**src/hdl/trial_division_prime_check_unit_defines.svh**
```systemverilog
// Assertion macros for the trial division prime check unit.
`ifndef TRIAL_DIVISION_PRIME_CHECK_UNIT_DEFINES_SVH
`define TRIAL_DIVISION_PRIME_CHECK_UNIT_DEFINES_SVH

`ifndef ASSERT_OFF

// Property checked on every rising edge, masked while reset is asserted.
`define TDPC_ASSERT(lbl, clk, rst_n, prop, msg) \
	lbl: assert property (@(posedge clk) disable iff (!rst_n) prop) else $error(msg);

// Expression that must never be true outside reset.
`define TDPC_NEVER(lbl, clk, rst_n, expr, msg) \
	lbl: assert property (@(posedge clk) disable iff (!rst_n) !(expr)) else $error(msg);

`else

`define TDPC_ASSERT(lbl, clk, rst_n, prop, msg)
`define TDPC_NEVER(lbl, clk, rst_n, expr, msg)

`endif

`endif

```
**src/hdl/tdpc_pkg.sv**
```systemverilog
package tdpc_pkg;

	// width of the input value, sign bit included
	localparam int VALUE_WIDTH = 32;
	// magnitude bits of a non-negative value
	localparam int MAG_W = VALUE_WIDTH - 1;
	// trial divisor never exceeds sqrt(2^MAG_W) + 2
	localparam int DIV_W = VALUE_WIDTH / 2 + 1;
	// divisor squared
	localparam int SQ_W = 2 * DIV_W;
	// bit index into the magnitude
	localparam int CNT_W = $clog2(MAG_W);
	// odd divisors advance by this
	localparam int DIV_STEP = 2;

	typedef enum logic [1:0] {
		ST_IDLE,
		ST_CHECK,
		ST_DIV,
		ST_FINISH
	} state_t;

endpackage

```
**src/hdl/trial_division_prime_check_unit.sv**
```systemverilog
// Trial division prime check: one transaction in, one result strobe out.
// Negative, 0..3 and even values go from idle straight to the finish state.
// Odd v >= 5 tries odd divisors: a compare state, then a remainder pass over
// all 31 magnitude bits, until d*d > v (prime) or a divisor leaves no remainder.
// A new start is taken in the cycle after done; the receiver cannot stall.
// Reset: arst_n asynchronous active low returns the sequencer to idle.
`include "trial_division_prime_check_unit_defines.svh"

module trial_division_prime_check_unit (
	input  logic                                   clk,
	input  logic                                   arst_n,
	input  logic                                   start,
	output logic                                   busy,
	input  logic signed [tdpc_pkg::VALUE_WIDTH-1:0] value,
	output logic                                   done,
	output logic                                   is_prime,
	output logic                                   is_power_of_two,
	output logic                                   both_true
);

	localparam int MAG_W = tdpc_pkg::MAG_W;
	localparam int DIV_W = tdpc_pkg::DIV_W;
	localparam int SQ_W  = tdpc_pkg::SQ_W;
	localparam int CNT_W = tdpc_pkg::CNT_W;
	localparam int VW    = tdpc_pkg::VALUE_WIDTH;

	// Control state
	tdpc_pkg::state_t state_q, state_d;

	// Datapath registers (no reset needed)
	logic [MAG_W-1:0] v_q, v_d;       // magnitude under test
	logic [DIV_W-1:0] d_q, d_d;       // current odd trial divisor
	logic [SQ_W-1:0]  sq_q, sq_d;     // d_q squared, kept incrementally
	logic [DIV_W:0]   rem_q, rem_d;   // partial remainder, always < d_q
	logic [CNT_W-1:0] cnt_q, cnt_d;   // next magnitude bit to shift in
	logic             prime_q, prime_d;
	logic             pow2_q, pow2_d;

	// Shared remainder step: shift in one bit, conditionally subtract d.
	logic [VW-1:0]  raw;
	logic [DIV_W:0] rem_sh;
	logic [DIV_W:0] rem_nx;
	logic           pow2_raw;

	assign raw    = value;
	assign rem_sh = {rem_q[DIV_W-1:0], v_q[cnt_q]};
	assign rem_nx = (rem_sh >= {1'b0, d_q}) ? (rem_sh - {1'b0, d_q}) : rem_sh;

	// Positive with a single bit set
	assign pow2_raw = !raw[VW-1] && (raw != '0) && ((raw & (raw - VW'(1))) == '0);

	always_ff @(posedge clk or negedge arst_n) begin
		if (!arst_n) begin
			state_q <= tdpc_pkg::ST_IDLE;
		end else begin
			state_q <= state_d;
		end
	end

	always_ff @(posedge clk) begin
		v_q     <= v_d;
		d_q     <= d_d;
		sq_q    <= sq_d;
		rem_q   <= rem_d;
		cnt_q   <= cnt_d;
		prime_q <= prime_d;
		pow2_q  <= pow2_d;
	end

	always_comb begin
		state_d = state_q;
		v_d     = v_q;
		d_d     = d_q;
		sq_d    = sq_q;
		rem_d   = rem_q;
		cnt_d   = cnt_q;
		prime_d = prime_q;
		pow2_d  = pow2_q;
		done    = 1'b0;
		unique case (state_q)
			tdpc_pkg::ST_IDLE: begin
				if (start) begin
					v_d    = raw[MAG_W-1:0];
					pow2_d = pow2_raw;
					d_d    = DIV_W'(3);
					sq_d   = SQ_W'(9);
					if (raw[VW-1] || (raw < VW'(2))) begin
						// negative, zero, one
						prime_d = 1'b0;
						state_d = tdpc_pkg::ST_FINISH;
					end else if (raw < VW'(4)) begin
						// two and three
						prime_d = 1'b1;
						state_d = tdpc_pkg::ST_FINISH;
					end else if (!raw[0]) begin
						prime_d = 1'b0;
						state_d = tdpc_pkg::ST_FINISH;
					end else begin
						state_d = tdpc_pkg::ST_CHECK;
					end
				end
			end
			tdpc_pkg::ST_CHECK: begin
				if (sq_q > SQ_W'(v_q)) begin
					// divisor past the square root: no factor found
					prime_d = 1'b1;
					state_d = tdpc_pkg::ST_FINISH;
				end else begin
					rem_d   = '0;
					cnt_d   = CNT_W'(MAG_W - 1);
					state_d = tdpc_pkg::ST_DIV;
				end
			end
			tdpc_pkg::ST_DIV: begin
				rem_d = rem_nx;
				cnt_d = cnt_q - CNT_W'(1);
				if (cnt_q == '0) begin
					if (rem_nx == '0) begin
						prime_d = 1'b0;
						state_d = tdpc_pkg::ST_FINISH;
					end else begin
						// (d+2)^2 = d^2 + 4d + 4
						d_d     = d_q + DIV_W'(tdpc_pkg::DIV_STEP);
						sq_d    = sq_q + SQ_W'({d_q, 2'b00}) + SQ_W'(4);
						state_d = tdpc_pkg::ST_CHECK;
					end
				end
			end
			tdpc_pkg::ST_FINISH: begin
				done    = 1'b1;
				state_d = tdpc_pkg::ST_IDLE;
			end
			default: begin
				state_d = tdpc_pkg::ST_IDLE;
			end
		endcase
	end

	assign busy            = (state_q != tdpc_pkg::ST_IDLE);
	assign is_prime        = prime_q;
	assign is_power_of_two = pow2_q;
	assign both_true       = prime_q & pow2_q;

	// Assertions
	`TDPC_ASSERT(a_accept_busy, clk, arst_n, (start && !busy) |=> busy, "accept did not raise busy")
	`TDPC_ASSERT(a_done_idle, clk, arst_n, done |=> !busy, "not idle after result strobe")
	`TDPC_ASSERT(a_div_odd, clk, arst_n, (state_q == tdpc_pkg::ST_DIV) |-> (d_q[0] && (rem_q < {1'b0, d_q})), "divisor even or remainder out of range")
	`TDPC_NEVER(a_both_two, clk, arst_n, done && both_true && (v_q != MAG_W'(2)), "both flags set for a value other than two")

endmodule

```
**config.mk**
```make
export PLATFORM = sky130hd
export DESIGN_NAME = trial_division_prime_check_unit
export DESIGN_NICKNAME = d
export VERILOG_FILES = /design/src/hdl/tdpc_pkg.sv /design/src/hdl/trial_division_prime_check_unit.sv
export VERILOG_INCLUDE_DIRS = /design/src /design/src/hdl
export SDC_FILE = /design/constraint.sdc
export NUM_CORES = 1
export LEC_CHECK = 0
export ABC_AREA = 1
export ABC_CLOCK_PERIOD_IN_PS = 8950
export BUFFER_PORTS_ARGS = -buffer_cell sky130_fd_sc_hd__buf_2
export CAP_MARGIN = 20
export CORE_ASPECT_RATIO = 2
export CORE_MARGIN = 2
export CORE_UTILIZATION = 45
export DETAILED_ROUTE_END_ITERATION = 6
export PLACE_DENSITY_LB_ADDON = 0.2
export SLEW_MARGIN = 25
export SYNTH_ARGS = -nofsm -noshare
export SYNTH_HDL_FRONTEND = slang
export SYNTH_SLANG_ARGS = --single-unit
```
**constraint.sdc**
```tcl
create_clock -name clk -period 8.95 [get_ports clk]
set_input_delay 1.79 -clock clk [delete_from_list [all_inputs] [get_ports clk]]
set_output_delay 1.79 -clock clk [all_outputs]
set_load 0.01 [all_outputs]
```
==> results.cfg <==
[status]
status = complete, no violations

[detailed_routing]
drt_iter0_markers = 457
ant_nets = 0
wl_per_cell_um = 18.1
vias_per_cell = 5.54
via_count = 7181
totalWireLength_um = 23500
first_pass_iters = 5
drc_errors = 0

[logic_synthesis]
synth_mux_area_frac = 0
synthFlopType = edfxtp_1
yosys-top-cells-area = edfxtp_1 (38%), ha_1 (13%), nand2_1 (11%)
synth_cells = 1038
synth-seq-cells = 104
yosys_warnings = 0
syn_avg_cell_area_um2 = 7.81
synth_top_family_by_area = simple AND/OR/NAND/NOR gates
synth_fa_ha_area_frac = 0.133
synth_top_area_frac = 0.378
synth_edf_count = 102
yosys.area.top_type = edfxtp_1
synth_compound_area_frac = 0.133
synth_simple_gate_area_frac = 0.263
yosysUniqueCellTypes = 53
synthArstFlopShare = 0.0192
synth_xor_xnor_area_share = 0.00756
synth_nets = 1158
syn_area_um2 = 8110
seq_area_frac_synth = 0.384

[floorplanning]
io_pins = 40
die_x_um = 98.9
rows = 69
die-area_um2 = 19200
die_y_um = 194
start_util = 0.458
fp.coreArea_um2 = 17700

[placed_design]
placed_cell_area_um2 = 8520
port_buffers = 39
place_ws_ns = 3.90
hpwl_um = 19400
globalplace.congestion = 0.973

[pwr]
pwr-share-seq = 0.278
swShare = 0.517
max-vdd-ir-drop_mv = 0.170
power.share.clock = 0.104
power.density_nw_per_um2 = 421
p_switching_w = 0.00191
intPower_w = 0.00179
power_frac_comb = 0.618
p_leak_nw = 3.99

[grt]
grt_use_total = 0.247
grt_pass1_wl_um = 36200
grt_overflow = 0
grt_pass1_vias = 7246
antenna_found_initial = 0
grt_max_degree = 48

[worst_setup_path]
critical_path_class = reg -> reg
arrival_ns = 5.22
crit_path_end_kind = flop
cp_max_fo = 47
cp-start-kind = flop
crit_required_ns = 8.81
regToRegSetupSlack_ns = 3.58

[clock_tree]
clock_sinks = 104
root_buffer = clkbuf_16
worstSkewPairLatency_ns = 0.36
cts_resized = 0
htreeDepth = 3
clockBufferDepth = 2
cts_hold_buf = 0
cts_setup_buffers = 0
cts_tree = built
cts_made_buffers = 9
clk_pin_slew_worst_paths_ns = 0.07

[flow_run]
maxCapViolations = 0

[sta]
fin_crit_sh = 0.600
setup_violations = 0
final_max_slew_viol_count = 0
finalCriticalPeriod_ns = 5.37
worstMarginPinSlew_ns = 0.873
setup_ws_ns = 3.58
finalHoldViolations = 0
maxSlewHeadroom = 0.410
rsz0062_at_grt = no
fin_skew_ns = 0.0107
hold-worst-slack_ns = 0.590
fmaxAchievable_mhz = 186
finalSetupTns_ns = 0

[cells_and_area]
nets = 1198
drive_gt1_frac = 0.0776
utilization = 0.497
diodes = 0
area_growth_pct = 8.47
final_area_um2 = 8800

[hold_path]
hp-class = reg -> reg
stage by stage:
step	power, W	std cells
2_1_floorplan	0.00265	1038
3_3_place_gp	0.00328	1280
5_1_grt	0.00404	1296
6_report	0.00370	1296
4_1_cts	0.00370	1296
3_5_place_dp	0.00331	1280
cells in the final DEF (no fill, tap or decap), types with 5 or more instances in the layout:
| cell | n |
|---|---|
| nand4_1 | 17 |
| inv_2 | 6 |
| a21oi_1 | 93 |
| ha_1 | 83 |
| clkinv_1 | 5 |
| o21ai_0 | 55 |
| nand3b_1 | 6 |
| nor4_1 | 11 |
| nor3_1 | 14 |
| inv_1 | 141 |
| o211ai_1 | 8 |
| buf_2 | 39 |
| o21bai_1 | 5 |
| nand3_1 | 60 |
| o21a_1 | 9 |
| nand2_1 | 248 |
| nor2_1 | 105 |
| edfxtp_1 | 102 |
| clkbuf_16 | 9 |
| nand2_2 | 5 |
per-layer routing:
metal | track usage | share of wire
met1 | 0.214 | 0.32
met2 | 0.489 | 0.57
met3 | 0.0238 | 0.017
met4 | 0.192 | 0.085
met5 | 0 | 0
final timing paths:
kind	endpoint	cells past startpoint	startpoint
max	d_q[14]$_SDFFCE_PN0P_	24	cnt_q[0]$_SDFFCE_PN0P_
min	state_q[1]$_DFFE_PN0P_	2	state_q[1]$_DFFE_PN0P_
max reg2reg	d_q[14]$_SDFFCE_PN0P_	24	cnt_q[0]$_SDFFCE_PN0P_
min reg2reg	state_q[1]$_DFFE_PN0P_	2	state_q[1]$_DFFE_PN0P_
max in group asynchronous	state_q[0]$_DFFE_PN0P_	1	arst_n
min in group asynchronous	state_q[1]$_DFFE_PN0P_	1	arst_n
logic make-up (layout without fill, tap and decap cells):
kind of cell / after synthesis / count (layout)
AND/OR/NAND/NOR: 486 / 486
flip-flops: 104 / 104
XOR/XNOR: 7 / 7
AO/OA/AOI/OAI: 194 / 194
adder cells (fa/ha/maj): 85 / 85
buffers and inverters: 162 / 207
worst max-delay path, cell delays in order (launching register included):
cell	delay (ns)
edfxtp_1	0.76
inv_1	0.42
nand2_1	0.14
nand2_1	0.06
nor2_1	0.09
nor2_1	0.05
nand2_1	0.06
nand3_1	0.18
nand2_1	0.14
inv_1	0.10
fa_1	0.47
nand4_4	0.16
nand4_4	0.34
inv_1	0.31
nand2_1	0.08
nand2_1	0.08
nand2_1	0.06
nor2_1	0.09
nand2_1	0.05
nor2_1	0.08
nand3_1	0.09
nor2_2	0.13
nand3_1	0.11
nand2_1	0.12
clkinv_2	0.64
power by group through the flow:
stage | sequential, W | combinational [W] | clock (W)
finish | 0.00103 | 0.00229 | 0.000385
CTS | 0.00103 | 0.00229 | 0.000390
detailed placement | 0.00104 | 0.00227 | 0
global placement | 0.00103 | 0.00224 | 0
floorplan | 0.000949 | 0.00170 | 0
global route | 0.00105 | 0.00258 | 0.000406
cell usage after synthesis (5+ instances only):
library cell and count:
nand2_1 248, inv_1 143, nor2_1 105, edfxtp_1 102
a21oi_1 93, ha_1 83, nand3_1 60, o21ai_0 56
nand4_1 17, nor3_1 14, nor4_1 11, o21a_1 9
o211ai_1 8, clkbuf_1 6, nand3b_1 6, inv_2 5
nand2_2 5, o21bai_1 5
final cells by class:
| class | instances | area, um^2 |
|---|---|---|
| fillers | 1749 | 8900 |
| multi-input cells | 772 | 4360 |
| flip-flops and latches | 104 | 3110 |
| inverters | 149 | 561 |
| well taps | 213 | 267 |
| clock buffers | 10 | 229 |
| repair buffers | 42 | 218 |
| clock inverters | 6 | 50.0 |
registers in the layout (all words and copies together) (netlist names):
register and flops:
cnt_q 5, rem_q 17, sq_q 31, d_q 16, state_q 2, is_power_of_two 1, v_q 31, is_prime 1
(Power assumes the default switching activity.)
